$ cat config.mk
export PLATFORM = sky130hd
export DESIGN_NAME = enhanced_clock_page_replacer
export DESIGN_NICKNAME = d
export VERILOG_FILES = /design/src/rtl/core/ecpr_pkg.sv /design/src/rtl/core/ecpr_ram.sv /design/src/rtl/core/ecpr_ctrl.sv /design/src/rtl/core/enhanced_clock_page_replacer.sv
export VERILOG_INCLUDE_DIRS = /design/src /design/src/rtl/core
export SDC_FILE = /design/constraint.sdc
export NUM_CORES = 1
export LEC_CHECK = 0
export ABC_AREA = 1
export BUFFER_PORTS_ARGS = -buffer_cell sky130_fd_sc_hd__buf_2
export CAP_MARGIN = 10
export CORE_MARGIN = 2
export CORE_UTILIZATION = 50
export CTS_CLUSTER_DIAMETER = 60
export DETAILED_ROUTE_END_ITERATION = 6
export PLACE_DENSITY = 0.69
export RECOVER_POWER = 100
export SYNTH_ARGS = -nofsm -noshare
export SYNTH_HDL_FRONTEND = slang
export SYNTH_SLANG_ARGS = --single-unit
$ cat constraint.sdc
create_clock -name clk_i -period 9 [get_ports clk_i]
set_input_delay 0.9 -clock clk_i [delete_from_list [all_inputs] [get_ports clk_i]]
set_output_delay 0.9 -clock clk_i [all_outputs]
set_load 0.005 [all_outputs]
$ cat src/rtl/core/enhanced_clock_page_replacer_defines.svh
// Assertion macros used by the page replacer controller.
`ifndef ENHANCED_CLOCK_PAGE_REPLACER_DEFINES_SVH
`define ENHANCED_CLOCK_PAGE_REPLACER_DEFINES_SVH

// Property that must hold at every rising clock edge outside reset.
`define ECPR_ASSERT_ALWAYS(label, expr, msg) \
  label: assert property (@(posedge clk_i) disable iff (!rst_ni) (expr)) else $error(msg);

// Property whose consequence must hold in the cycle after the trigger.
`define ECPR_ASSERT_NEXT(label, trig, cons, msg) \
  label: assert property (@(posedge clk_i) disable iff (!rst_ni) (trig) |=> (cons)) \
    else $error(msg);

// Property whose consequence must hold in the same cycle as the trigger.
`define ECPR_ASSERT_SAME(label, trig, cons, msg) \
  label: assert property (@(posedge clk_i) disable iff (!rst_ni) (trig) |-> (cons)) \
    else $error(msg);

`endif

$ cat src/rtl/core/ecpr_pkg.sv
// Shared types and constants of the enhanced clock page replacer.
`default_nettype none

package ecpr_pkg;

  // Ring geometry.
  localparam int unsigned SLOTS     = 16;
  localparam int unsigned PAGE_BITS = 20;
  localparam int unsigned IDX_W     = (SLOTS > 1) ? $clog2(SLOTS) : 1;
  localparam int unsigned CNT_W     = $clog2(SLOTS + 1);

  // Operation codes of an input beat.
  typedef enum logic [1:0] {
    OP_INSERT = 2'd0,
    OP_ACCESS = 2'd1,
    OP_EVICT  = 2'd2
  } op_e;

  // Status codes of a result beat.
  typedef enum logic [1:0] {
    STAT_OK        = 2'd0,
    STAT_FULL      = 2'd1,
    STAT_NOT_FOUND = 2'd2,
    STAT_EMPTY     = 2'd3
  } status_e;

  // Controller states.
  typedef enum logic [2:0] {
    S_IDLE,
    S_INS_SHIFT,
    S_INS_PUT,
    S_ACC_CMP,
    S_EV_SCAN,
    S_EV_SHIFT,
    S_DONE
  } state_e;

  // One ring entry as stored in the entry memory.
  typedef struct packed {
    logic [PAGE_BITS-1:0] page;
    logic                 accessed;
    logic                 dirty;
  } entry_t;

  // Request from the controller to the entry memory.
  typedef struct packed {
    logic             we;
    logic [IDX_W-1:0] waddr;
    entry_t           wdata;
    logic [IDX_W-1:0] raddr;
  } mem_req_t;

  // Result of one item.
  typedef struct packed {
    logic [PAGE_BITS-1:0] victim_page;
    status_e              status;
  } res_t;

endpackage

`default_nettype wire

$ cat src/rtl/core/ecpr_ram.sv
// Simple dual-port entry memory with registered, write-first read data.
`default_nettype none

module ecpr_ram #(
  parameter int unsigned DEPTH = 16,
  parameter int unsigned WIDTH = 22
) (
  input  logic                                    clk_i,
  input  logic                                    we_i,
  input  logic [((DEPTH > 1) ? $clog2(DEPTH) : 1)-1:0] waddr_i,
  input  logic [WIDTH-1:0]                        wdata_i,
  input  logic [((DEPTH > 1) ? $clog2(DEPTH) : 1)-1:0] raddr_i,
  output logic [WIDTH-1:0]                        rdata_o
);

  logic [WIDTH-1:0] mem [DEPTH];
  logic [WIDTH-1:0] rdata_q;

  // Write port.
  always_ff @(posedge clk_i) begin
    if (we_i) begin
      mem[waddr_i] <= wdata_i;
    end
  end

  // Read port; a write to the same entry in the same cycle is forwarded.
  always_ff @(posedge clk_i) begin
    if (we_i && (waddr_i == raddr_i)) begin
      rdata_q <= wdata_i;
    end else begin
      rdata_q <= mem[raddr_i];
    end
  end

  assign rdata_o = rdata_q;

endmodule

`default_nettype wire

$ cat src/rtl/core/ecpr_ctrl.sv
// Sequencer that walks the entry memory for insert, access and evict.
`default_nettype none

module ecpr_ctrl (
  input  logic                               clk_i,
  input  logic                               rst_ni,
  input  logic                               in_valid_i,
  output logic                               in_stall_o,
  input  logic [1:0]                         op_i,
  input  logic [ecpr_pkg::PAGE_BITS-1:0]     page_number_i,
  input  logic                               is_write_i,
  output ecpr_pkg::mem_req_t                 mem_req_o,
  input  ecpr_pkg::entry_t                   mem_rdata_i,
  output logic                               res_valid_o,
  input  logic                               res_ready_i,
  output ecpr_pkg::res_t                     res_o
);

  import ecpr_pkg::*;

  `include "enhanced_clock_page_replacer_defines.svh"

  state_e               state_q, state_d;
  logic [CNT_W-1:0]     count_q, count_d;
  logic [IDX_W-1:0]     hand_q, hand_d;
  logic                 hand_head_q, hand_head_d;
  logic [IDX_W-1:0]     idx_q, idx_d;
  logic [PAGE_BITS-1:0] page_q, page_d;
  logic                 wr_q, wr_d;
  res_t                 res_q, res_d;

  logic [CNT_W-1:0]     idx_p1;
  logic [CNT_W-1:0]     idx_p2;
  logic [CNT_W-1:0]     count_m1;
  logic                 head_norm;
  logic [IDX_W-1:0]     scan_next;
  mem_req_t             req;
  entry_t               rd;

  assign rd       = mem_rdata_i;
  assign idx_p1   = CNT_W'(idx_q) + CNT_W'(1);
  assign idx_p2   = idx_p1 + CNT_W'(1);
  assign count_m1 = count_q - CNT_W'(1);

  // A hand at or beyond the resident count stands for the head.
  assign head_norm = hand_head_q || (CNT_W'(hand_q) >= count_q);

  // The sweep wraps from the oldest entry back to the newest.
  assign scan_next = (idx_p1 >= count_q) ? '0 : idx_p1[IDX_W-1:0];

  // Control state registers.
  always_ff @(posedge clk_i or negedge rst_ni) begin
    if (!rst_ni) begin
      state_q     <= S_IDLE;
      count_q     <= '0;
      hand_q      <= '0;
      hand_head_q <= 1'b1;
    end else begin
      state_q     <= state_d;
      count_q     <= count_d;
      hand_q      <= hand_d;
      hand_head_q <= hand_head_d;
    end
  end

  // Working registers of the item in flight.
  always_ff @(posedge clk_i) begin
    idx_q  <= idx_d;
    page_q <= page_d;
    wr_q   <= wr_d;
    res_q  <= res_d;
  end

  // Next state, memory requests and results.
  always_comb begin
    state_d     = state_q;
    count_d     = count_q;
    hand_d      = hand_q;
    hand_head_d = hand_head_q;
    idx_d       = idx_q;
    page_d      = page_q;
    wr_d        = wr_q;
    res_d       = res_q;
    req.we      = 1'b0;
    req.waddr   = idx_q;
    req.wdata   = rd;
    req.raddr   = idx_q;

    unique case (state_q)
      S_IDLE: begin
        if (in_valid_i) begin
          hand_head_d     = head_norm;
          page_d          = page_number_i;
          wr_d            = is_write_i;
          res_d.victim_page = '0;
          res_d.status    = STAT_OK;
          unique case (op_e'(op_i))
            OP_INSERT: begin
              if (count_q == CNT_W'(SLOTS)) begin
                res_d.status = STAT_FULL;
                state_d      = S_DONE;
              end else if (count_q == '0) begin
                state_d = S_INS_PUT;
              end else begin
                req.raddr = count_m1[IDX_W-1:0];
                idx_d     = count_m1[IDX_W-1:0];
                state_d   = S_INS_SHIFT;
              end
            end
            OP_ACCESS: begin
              if (count_q == '0) begin
                res_d.status = STAT_NOT_FOUND;
                state_d      = S_DONE;
              end else begin
                req.raddr = '0;
                idx_d     = '0;
                state_d   = S_ACC_CMP;
              end
            end
            OP_EVICT: begin
              if (count_q == '0) begin
                res_d.status = STAT_EMPTY;
                state_d      = S_DONE;
              end else begin
                req.raddr = head_norm ? '0 : hand_q;
                idx_d     = head_norm ? '0 : hand_q;
                state_d   = S_EV_SCAN;
              end
            end
            default: begin
              state_d = S_DONE;
            end
          endcase
        end
      end

      // Move each entry one place older, starting from the oldest.
      S_INS_SHIFT: begin
        req.we    = 1'b1;
        req.waddr = idx_p1[IDX_W-1:0];
        req.wdata = rd;
        if (idx_q == '0) begin
          state_d = S_INS_PUT;
        end else begin
          req.raddr = idx_q - IDX_W'(1);
          idx_d     = idx_q - IDX_W'(1);
        end
      end

      // Place the new page at the newest position.
      S_INS_PUT: begin
        req.we             = 1'b1;
        req.waddr          = '0;
        req.wdata.page     = page_q;
        req.wdata.accessed = 1'b0;
        req.wdata.dirty    = 1'b0;
        count_d            = count_q + CNT_W'(1);
        if (!hand_head_q) begin
          hand_d = hand_q + IDX_W'(1);
        end
        state_d = S_DONE;
      end

      // Search from newest to oldest for the page.
      S_ACC_CMP: begin
        if (rd.page == page_q) begin
          req.we             = 1'b1;
          req.wdata.accessed = 1'b1;
          req.wdata.dirty    = rd.dirty | wr_q;
          state_d            = S_DONE;
        end else if (idx_p1 >= count_q) begin
          res_d.status = STAT_NOT_FOUND;
          state_d      = S_DONE;
        end else begin
          req.raddr = idx_p1[IDX_W-1:0];
          idx_d     = idx_p1[IDX_W-1:0];
        end
      end

      // Clock sweep: evict a clean, unreferenced entry or age the current one.
      S_EV_SCAN: begin
        if (!rd.accessed && !rd.dirty) begin
          res_d.victim_page = rd.page;
          hand_d            = idx_q;
          if (idx_p1 < count_q) begin
            hand_head_d = 1'b0;
            req.raddr   = idx_p1[IDX_W-1:0];
            state_d     = S_EV_SHIFT;
          end else begin
            hand_head_d = 1'b1;
            count_d     = count_m1;
            state_d     = S_DONE;
          end
        end else begin
          req.we = 1'b1;
          if (rd.accessed) begin
            req.wdata.accessed = 1'b0;
          end else begin
            req.wdata.dirty = 1'b0;
          end
          req.raddr = scan_next;
          idx_d     = scan_next;
        end
      end

      // Close the gap left by the victim, one entry per cycle.
      S_EV_SHIFT: begin
        req.we = 1'b1;
        if (idx_p2 < count_q) begin
          req.raddr = idx_p2[IDX_W-1:0];
          idx_d     = idx_p1[IDX_W-1:0];
        end else begin
          count_d = count_m1;
          state_d = S_DONE;
        end
      end

      // Hand the result to the output register.
      S_DONE: begin
        if (res_ready_i) begin
          state_d = S_IDLE;
        end
      end

      default: begin
        state_d = S_IDLE;
      end
    endcase
  end

  assign mem_req_o   = req;
  assign in_stall_o  = (state_q != S_IDLE);
  assign res_valid_o = (state_q == S_DONE);
  assign res_o       = res_q;

  // Checks on the ring bookkeeping.
  `ECPR_ASSERT_ALWAYS(a_count_range, count_q <= CNT_W'(SLOTS), "resident count above capacity")
  `ECPR_ASSERT_SAME(a_hand_in_ring, (state_q == S_IDLE) && !hand_head_q,
    CNT_W'(hand_q) < count_q, "hand points outside the ring while idle")
  `ECPR_ASSERT_NEXT(a_insert_count, state_q == S_INS_PUT,
    count_q == $past(count_q) + CNT_W'(1), "insert did not grow the ring by one")
  `ECPR_ASSERT_SAME(a_read_in_ring,
    (state_q == S_ACC_CMP) || (state_q == S_EV_SCAN) || (state_q == S_INS_SHIFT),
    CNT_W'(idx_q) < count_q, "entry read beyond the resident count")

endmodule

`default_nettype wire

$ cat src/rtl/core/enhanced_clock_page_replacer.sv
// Insert moves each resident entry one place older, then writes the new page; access reads
// from the newest entry until the page matches; evict sweeps (at most three turns of the ring),
// then shifts each entry behind the victim. The result passes through the output register;
// items are taken one at a time, and the single read port yields one entry per cycle.
// Reset empties the ring and parks the hand on the head; entry contents are not cleared.
`default_nettype none

module enhanced_clock_page_replacer (
  input  logic                           clk_i,
  input  logic                           rst_ni,
  input  logic                           in_valid_i,
  output logic                           in_stall_o,
  input  logic [1:0]                     op_i,
  input  logic [ecpr_pkg::PAGE_BITS-1:0] page_number_i,
  input  logic                           is_write_i,
  output logic                           out_valid_o,
  input  logic                           out_stall_i,
  output logic [ecpr_pkg::PAGE_BITS-1:0] victim_page_o,
  output logic [1:0]                     status_o
);

  import ecpr_pkg::*;

  mem_req_t             mem_req;
  entry_t               mem_rdata;
  logic                 res_valid;
  logic                 res_ready;
  res_t                 res;
  logic                 out_valid_q, out_valid_d;
  logic [PAGE_BITS-1:0] victim_q;
  logic [1:0]           status_q;

  ecpr_ram #(
    .DEPTH (SLOTS),
    .WIDTH ($bits(entry_t))
  ) u_ram (
    .clk_i   (clk_i),
    .we_i    (mem_req.we),
    .waddr_i (mem_req.waddr),
    .wdata_i (mem_req.wdata),
    .raddr_i (mem_req.raddr),
    .rdata_o (mem_rdata)
  );

  ecpr_ctrl u_ctrl (
    .clk_i         (clk_i),
    .rst_ni        (rst_ni),
    .in_valid_i    (in_valid_i),
    .in_stall_o    (in_stall_o),
    .op_i          (op_i),
    .page_number_i (page_number_i),
    .is_write_i    (is_write_i),
    .mem_req_o     (mem_req),
    .mem_rdata_i   (mem_rdata),
    .res_valid_o   (res_valid),
    .res_ready_i   (res_ready),
    .res_o         (res)
  );

  // Output register: takes a new result beat whenever it is empty or being drained.
  assign res_ready = !out_valid_q || !out_stall_i;

  always_comb begin
    out_valid_d = out_valid_q;
    if (res_valid && res_ready) begin
      out_valid_d = 1'b1;
    end else if (!out_stall_i) begin
      out_valid_d = 1'b0;
    end
  end

  always_ff @(posedge clk_i or negedge rst_ni) begin
    if (!rst_ni) begin
      out_valid_q <= 1'b0;
    end else begin
      out_valid_q <= out_valid_d;
    end
  end

  always_ff @(posedge clk_i) begin
    if (res_valid && res_ready) begin
      victim_q <= res.victim_page;
      status_q <= res.status;
    end
  end

  assign out_valid_o   = out_valid_q;
  assign victim_page_o = victim_q;
  assign status_o      = status_q;

endmodule

`default_nettype wire

==> metrics.cfg, run 1 <==
[floorplanning]
floorplan.io_pins = 51
die-width_um = 204
fp.dieArea_um2 = 41800
vertical_die_dimension_um = 204
floorplan.rows = 73
starting_density_of_the_core_pct = 50.6
core_um2 = 39600

[timing]
slew_violations = 179
worstMarginPinSlew_ns = 2.13
period_share_pct = 75.5
maximum_frequency_from_static_timing_analysis_mhz = 147
final_hold_viol_count = 0
slew_headroom_pct = -42.4
timing.clock.skew_ns = 0.0241
rsz0062_at_grt = false
fin_tns_setup_ns = 0
endpoints_failing_setup = 0
period_needed_ns = 6.79

[synth]
synth_most_common_cell = nand2_1
synthDominantCellAreaShare_pct = 63.0
yosysWarnings = 0
synth.cell_area_um2 = 20100
synth.yosys.seq_area_share_pct = 65.1
synth_simple_gate_area_share_pct = 20.1
post_synth.cell_area_avg_um2 = 10.6
complex_gate_fraction_of_the_synthesized_area_pct = 6.13
ys.flop_type = edfxtp_1
synth.top_cells.by_count = 525 x nand2_1, 421 x edfxtp_1, 200 x nand3_1
netlist_top_cells_area = edfxtp_1 63%, nand2_1 9.8%, nand3_1 5.0%, inv_1 3.4%, nor2_1 3.0%
synthesis.nets = 1952
post_synth_num_cell_types = 50
synthXorXnorAreaFrac_pct = 0.611
number_of_synthesized_flops_with_an_enable_pin = 421
synth_mux_area_share_pct = 0
combinational_family_with_the_most_area_after_synthesis = simple AND/OR/NAND/NOR gates
synth_seq_cells = 439
synthAdderAreaFrac_pct = 1.50
netlist.top_cell.by_area = edfxtp_1
async_set_or_reset_register_ratio_after_synthesis_pct = 3.19
syn-instance-count = 1901

[clocking]
h_tree_lvls = 2
clk_pin_slew_worst_setup_hold_paths_ns = 0.06
post-cts-setup-buffer-count = 0
numCtsBuffers = 48
worstSkewPairLatency_ns = 0.59
post_cts_resized = 0
num_clock_sinks = 439
cts_tree = yes
hold_buffers = 0
root_buffer = clkbuf_16
clock_tree.buffer_depth = 3

[worst_setup_path]
cp_num_buf_inv = 3
depth_of_the_worst_register_to_register_path = 18
timing_worst_setup_path_type = reg -> reg
worst-endpoint-required_ns = 9.24
slowest_delay_ns = 1.75
worstReg2RegEnd = u_ram.mem[2][6]$_DFFE_PP_
critical-path-top-delay-family = simple AND/OR/NAND/NOR gates
ff2ff_setup_slack_ns = 2.21
crit_path_start_kind = register
setup.worst_path.end_class = register
crit_fanout = 82
crit_path_frequent_cell = nand2_1
crit_chain = inv_6, buf_4, nand2_1, nand3_1, nand3_1, nand3_1, nand2_1, nand2_1, nand2_1, nand2_2, nor2_1, nand3_1, nor2_1, nand2_4, nand4_4, nand2_1, nor2_1, buf_4
worst_ep_arrival_time_ns = 7.03
cell_with_the_largest_stage_delay_on_the_worst_path = dfxtp_1

[layout]
nNetsFinal = 2014
antennaDiodeCount = 0
final-instance-count-excl-fill = 2527
finalInstanceArea_um2 = 22100
post_route_cells_drive_above_1_share_pct = 8.24
syn2layout_area_growth_pct = 10.2

[grt]
grt_first_pass_wirelength_um = 77700
initial_antenna_violation_count = 0
groute.usage.overall_pct = 24.6
met1_usage_pct = 33.1
grt_most_used_layer = met2
grt_max_degree = 96
use_met3_pct = 3.65
globalRouteOverflowTotal = 0
global_route.usage.met2_pct = 39.9
first_global_vias = 13400

[placed_design]
placed_cells_incl_taps = 2437
hpwlAfterDp_um = 30500
dpl_cell_area_um2 = 20800
gp_congestion = 0.944
port_buffers = 50

[min_path]
hold_path.class = in -> async

[detailed_routing]
vias = 14100
first_iter_violations = 1368
drt-wirelength-per-cell_um = 20.1
drt_pass1_iterations = 5
drt_wl_total_um = 50800
antenna_violating_nets_remaining = 0
vias_per_cell = 5.57
drc_errors = 0

[flow_run]
maxCapViolCount = 8

[pwr]
power_per_cell_area_nw_per_um2 = 423
max-vdd-ir-drop_mv = 0.188
leakage_nw = 8.80

[outcome]
failed_checks = capacitance limit, slew limit
status = finished with violations

-- cells in the final DEF (no fill, tap or decap), types with 2 or more instances in the layout --
| cell | n |
|---|---|
| a21oi_1 | 33 |
| xor2_1 | 11 |
| a22oi_1 | 3 |
| inv_1 | 185 |
| nand4_1 | 8 |
| clkinv_8 | 2 |
| nand3_1 | 209 |
| a31oi_1 | 4 |
| or2_2 | 4 |
| o21ai_1 | 34 |
| xnor2_1 | 3 |
| edfxtp_1 | 421 |
| inv_8 | 2 |
| o211ai_1 | 41 |
| nand2_2 | 4 |
| ha_1 | 24 |
| nand3_2 | 5 |
| clkbuf_1 | 45 |
| nor2_1 | 154 |
| dfrtp_1 | 13 |
| inv_6 | 3 |
| clkinv_1 | 12 |
| bufinv_16 | 5 |
| o22ai_1 | 4 |
| inv_2 | 2 |
| nor2_2 | 13 |
| clkinvlp_4 | 3 |
| o21bai_1 | 4 |
| buf_2 | 31 |
| o221ai_1 | 2 |
| dfxtp_1 | 3 |
| clkbuf_16 | 48 |
| o21ai_0 | 76 |
| nand2_1 | 532 |
| nor3_1 | 6 |
| a211oi_1 | 2 |
| clkinv_2 | 8 |
| buf_4 | 26 |
| nand3b_1 | 3 |
-- worst reg2reg max path: cells and delay by family, from the launching register on --
kind / cells / cell delay, ns
flops: 1 / 1.75
buf+inv: 3 / 1.78
simple gates: 15 / 2.89
-- how the worst max path moves through the flow --
stage / from / endpoint / slack (ns) / cells after the start
5_1_grt: register / u_ram.mem[2][6]$_DFFE_PP_ / 1.77 / 18
3_3_place_gp: register / u_ram.mem[1][3]$_DFFE_PP_ / 3.83 / 17
3_5_place_dp: register / u_ram.mem[12][3]$_DFFE_PP_ / 3.89 / 18
2_1_floorplan: register / u_ram.mem[0][0]$_DFFE_PP_ / 5.74 / 18
4_1_cts: register / u_ram.mem[12][8]$_DFFE_PP_ / 3.82 / 18
6_report: register / u_ram.mem[2][6]$_DFFE_PP_ / 2.21 / 18
-- kinds of logic (layout without fill, tap and decap cells) --
| group | after synthesis | after routing |
|---|---|---|
| AND/OR/NAND/NOR | 941 | 941 |
| flip-flops | 439 | 439 |
| buffers and inverters | 274 | 375 |
| AO/OA/AOI/OAI | 209 | 209 |
| adder cells (fa/ha/maj) | 24 | 24 |
| XOR/XNOR | 14 | 14 |
-- registers in the layout, indices dropped and copies added (netlist names), named ones only --
register,cells
out_valid_o,1
u_ctrl.count_q,5
u_ctrl.idx_q,4
u_ctrl.hand_head_q,1
u_ctrl.res_o,22
u_ctrl.page_q,20
u_ctrl.state_q,3
u_ram.mem,352
victim_page_o,20
u_ctrl.wr_q,1
status_o,2
u_ctrl.hand_q,4
-- metrics by stage --
stage	hold WS, ns	utilization (%)	worst slack (ns)	power, mW
after detailed placement	0.405	52.4	3.89	7.54
final	0.414	55.8	2.21	9.37
after global placement	0.400	52.4	3.83	7.41
after global routing	0.426	55.8	1.77	9.96
after CTS	0.207	56.4	3.82	9.50
after floorplan	0.400	-	5.74	6.33
-- layout make-up --
| cell class | instances | area [um2] |
|---|---|---|
| fill | 3382 | 17500 |
| sequential | 439 | 13100 |
| multi-input combinational | 1188 | 5580 |
| clock buffer | 56 | 1230 |
| inverter | 191 | 724 |
| tap | 525 | 657 |
| timing repair buffer | 95 | 517 |
| clock inverter | 33 | 343 |
-- where the power goes --
part | total, mW | switching (mW) | internal, mW
sequential | 3.57 | 0.203 | 3.36
clock | 1.95 | 0.815 | 1.14
combinational | 3.85 | 2.86 | 0.993
-- metal layers --
layer  wire length (um)  vias up  share of wire (%)
met1              21100     6772                 41
li1                   -     6590                  -
met3               3560      127                7.0
met5                  0        -                  0
met4               2170        0                4.3
met2              24000      597                 47
(Power assumes the default switching activity.)
==> run 2, diff against run 1 <==
PLACE_DENSITY = 0.72   (was 0.69)
clock period = 5.7 ns   (was 9 ns; I/O delays follow)
==> metrics.cfg, run 2 (synthesis gave the netlist of run 1 again) <==
[worst_setup_path]
worst-endpoint-required_ns = 5.95  ; was 9.24 ns
cell_with_the_largest_stage_delay_on_the_worst_path = inv_6  ; was dfxtp_1
crit_path_frequent_cell = nand2_1  ; unchanged
slowest_delay_ns = 0.74  ; was 1.75 ns
crit_fanout = 135  ; was 82
worst_ep_arrival_time_ns = 5.09  ; was 7.03 ns
crit_path_start_kind = register  ; unchanged
crit_chain = inv_6, clkbuf_1, nand2_1, nand2_1, nand2_1, nand3_1, nand3_1, nand2_1, nand2_1, nand2_1, nand2_1, nor2_4, nand3_1, nor2_1, nand2_4, nand4_4, nand2_2, nor2_1, buf_4  ; was inv_6, buf_4, nand2_1, nand3_1, nand3_1, nand3_1, nand2_1, nand2_1, nand2_1, nand2_2, nor2_1, nand3_1, nor2_1, nand2_4, nand4_4, nand2_1, nor2_1, buf_4
setup.worst_path.end_class = register  ; unchanged
timing_worst_setup_path_type = reg -> reg  ; unchanged

[layout]
syn2layout_area_growth_pct = 9.58  ; was 10.2%
largest-register = u_ram.mem  ; unchanged
final_cell_mix = 531 x nand2_1, 421 x edfxtp_1, 204 x nand3_1  ; was 532 x nand2_1, 421 x edfxtp_1, 209 x nand3_1
area_taken_by_flip_flops_and_latches_um2 = 13100  ; unchanged
nNetsFinal = 2017  ; was 2014
post_route_cells_drive_above_1_share_pct = 8.10  ; was 8.24%
antennaDiodeCount = 0  ; unchanged
multiInputGateArea_um2 = 5630  ; was 5580 um2
nFillCells = 3363  ; was 3382
most_common_cell_after_layout_fill_and_taps_aside = nand2_1  ; unchanged
flip_flop_count_of_the_largest_register_all_copies_and_words_added = 352  ; unchanged

[detailed_routing]
antenna_violating_nets_remaining = 0  ; unchanged
drc_errors = 0  ; unchanged
first_iter_violations = 1782  ; was 1368
vias = 14100  ; about the same
drt_pass1_iterations = 5  ; unchanged
vias_per_cell = 5.58  ; was 5.57
drt_wl_total_um = 52100  ; was 50800 um
drt-wirelength-per-cell_um = 20.6  ; was 20.1 um

[timing]
fin_tns_setup_ns = 0  ; unchanged
rsz0062_at_grt = false  ; unchanged
timing.clock.skew_ns = 0.0296  ; was 0.0241 ns
maximum_frequency_from_static_timing_analysis_mhz = 206  ; was 147 MHz
hold-worst-slack_ns = 0.152  ; was 0.414 ns
period_share_pct = 85.0  ; was 75.5%
slew_violations = 196  ; was 179
endpoints_failing_setup = 0  ; unchanged
slew_headroom_pct = -90.7  ; was -42.4%
period_needed_ns = 4.84  ; was 6.79 ns
worstMarginPinSlew_ns = 2.85  ; was 2.13 ns
final_hold_viol_count = 0  ; unchanged

[clocking]
root_buffer = clkbuf_16  ; unchanged
post-cts-setup-buffer-count = 0  ; unchanged
post_cts_resized = 0  ; unchanged
num_clock_sinks = 439  ; unchanged
clock_tree.buffer_depth = 3  ; unchanged
hold_buffers = 1  ; was 0
worstSkewPairLatency_ns = 0.59  ; about the same
h_tree_lvls = 2  ; unchanged
numCtsBuffers = 45  ; was 48
cts_tree = yes  ; unchanged
clk_pin_slew_worst_setup_hold_paths_ns = 0.06  ; about the same

[floorplanning]
floorplan.io_pins = 51  ; unchanged
floorplan.rows = 73  ; unchanged
vertical_die_dimension_um = 204  ; unchanged
die-width_um = 204  ; unchanged
fp.dieArea_um2 = 41800  ; unchanged
starting_density_of_the_core_pct = 50.6  ; unchanged
core_um2 = 39600  ; unchanged

[flow_run]
maxCapViolCount = 9  ; was 8

[outcome]
status = finished with violations  ; unchanged
failed_checks = capacitance limit, slew limit  ; unchanged

[placed_design]
port_buffers = 50  ; unchanged
gp_congestion = 0.908  ; was 0.944
hpwlAfterDp_um = 32200  ; was 30500 um

[pwr]
leakage_nw = 8.72  ; was 8.80 nW
max-vdd-ir-drop_mv = 0.444  ; was 0.188 mV
power_per_cell_area_nw_per_um2 = 675  ; was 423 nW/um2

[min_path]
hold_path.class = in -> reg  ; was in -> async

[grt]
globalRouteOverflowTotal = 0  ; unchanged
groute.usage.overall_pct = 25.2  ; was 24.6%
first_global_vias = 13500  ; was 13400
grt_first_pass_wirelength_um = 79300  ; was 77700 um
grt_max_degree = 153  ; was 96
initial_antenna_violation_count = 0  ; unchanged

run 2: changes by cell type in the layout (fill, tap and decap cells not counted), moves of 3 or more:
| cell | previous run | this run |
|---|---|---|
| clkbuf_16 | 48 | 45 |
| buf_4 | 26 | 14 |
| clkbuf_2 | 0 | 8 |
| nand3_1 | 209 | 204 |
| clkbuf_1 | 45 | 56 |
| nand3_2 | 5 | 10 |
| clkinv_2 | 8 | 5 |
| bufinv_16 | 5 | 2 |
run 2: worst paths after layout:
| check | from | endpoint | slack (ns) | cells past startpoint |
|---|---|---|---|---|
| worst max-delay path | register | u_ram.mem[10][7]$_DFFE_PP_ | 0.86 | 19 |
| worst min-delay path | page_number_i[8] | u_ctrl.page_q[8]$_DFFE_PP_ | 0.15 | 1 |
| worst max register to register | register | u_ram.mem[10][7]$_DFFE_PP_ | 0.86 | 19 |
| worst min register to register | u_ctrl.res_o[18]$_SDFFCE_PN0P_ | victim_page_o[16]$_DFFE_PP_ | 0.42 | 0 |
| max in group asynchronous | rst_ni | u_ctrl.count_q[1]$_DFFE_PN0P_ | 4.43 | 2 |
| min in group asynchronous | rst_ni | out_valid_o$_DFFE_PN0P_ | 0.67 | 2 |
run 2: worst max-delay path, delay by kind of cell, from the launching register on:
kind	cells	cell delay (ns)
buffers and inverters	3	1.69
flip-flops	1	0.38
AND/OR/NAND/NOR	16	2.42
run 2: routing by layer:
metal	global-route usage [%]	wire length (um)
met3	3.76	3950
met2	39.3	24200
met5	0	0
met4	12.7	2350
met1	34.8	21600
run 2: power breakdown:
part,switching [mW],internal (mW)
registers,0.271,5.33
logic,4.85,1.58
clock network,1.26,1.56
run 2: metrics by stage:
stage / area (um2) / total power [mW] / util [%] / setup slack (ns) / cells
floorplan: 20100 / 10.0 / - / 2.44 / 1901
global placement: 20800 / 12.0 / 52.6 / 1.44 / 2442
detailed placement: 20800 / 12.2 / 52.6 / 1.26 / 2442
CTS: 22200 / 15.0 / 56.1 / 1.29 / 2525
global route: 22000 / 15.7 / 55.5 / 0.511 / 2526
finish: 22000 / 14.8 / 55.5 / 0.855 / 2526
run 2: layout make-up:
| type | instances | share of cell area [%] |
|---|---|---|
| sequential | 439 | 59.4 |
| clock inverter | 24 | 0.995 |
| inverter | 191 | 3.29 |
| clock buffer | 58 | 5.34 |
| tap | 525 | 2.99 |
| timing repair buffer | 101 | 2.37 |
| multi-input combinational | 1188 | 25.6 |
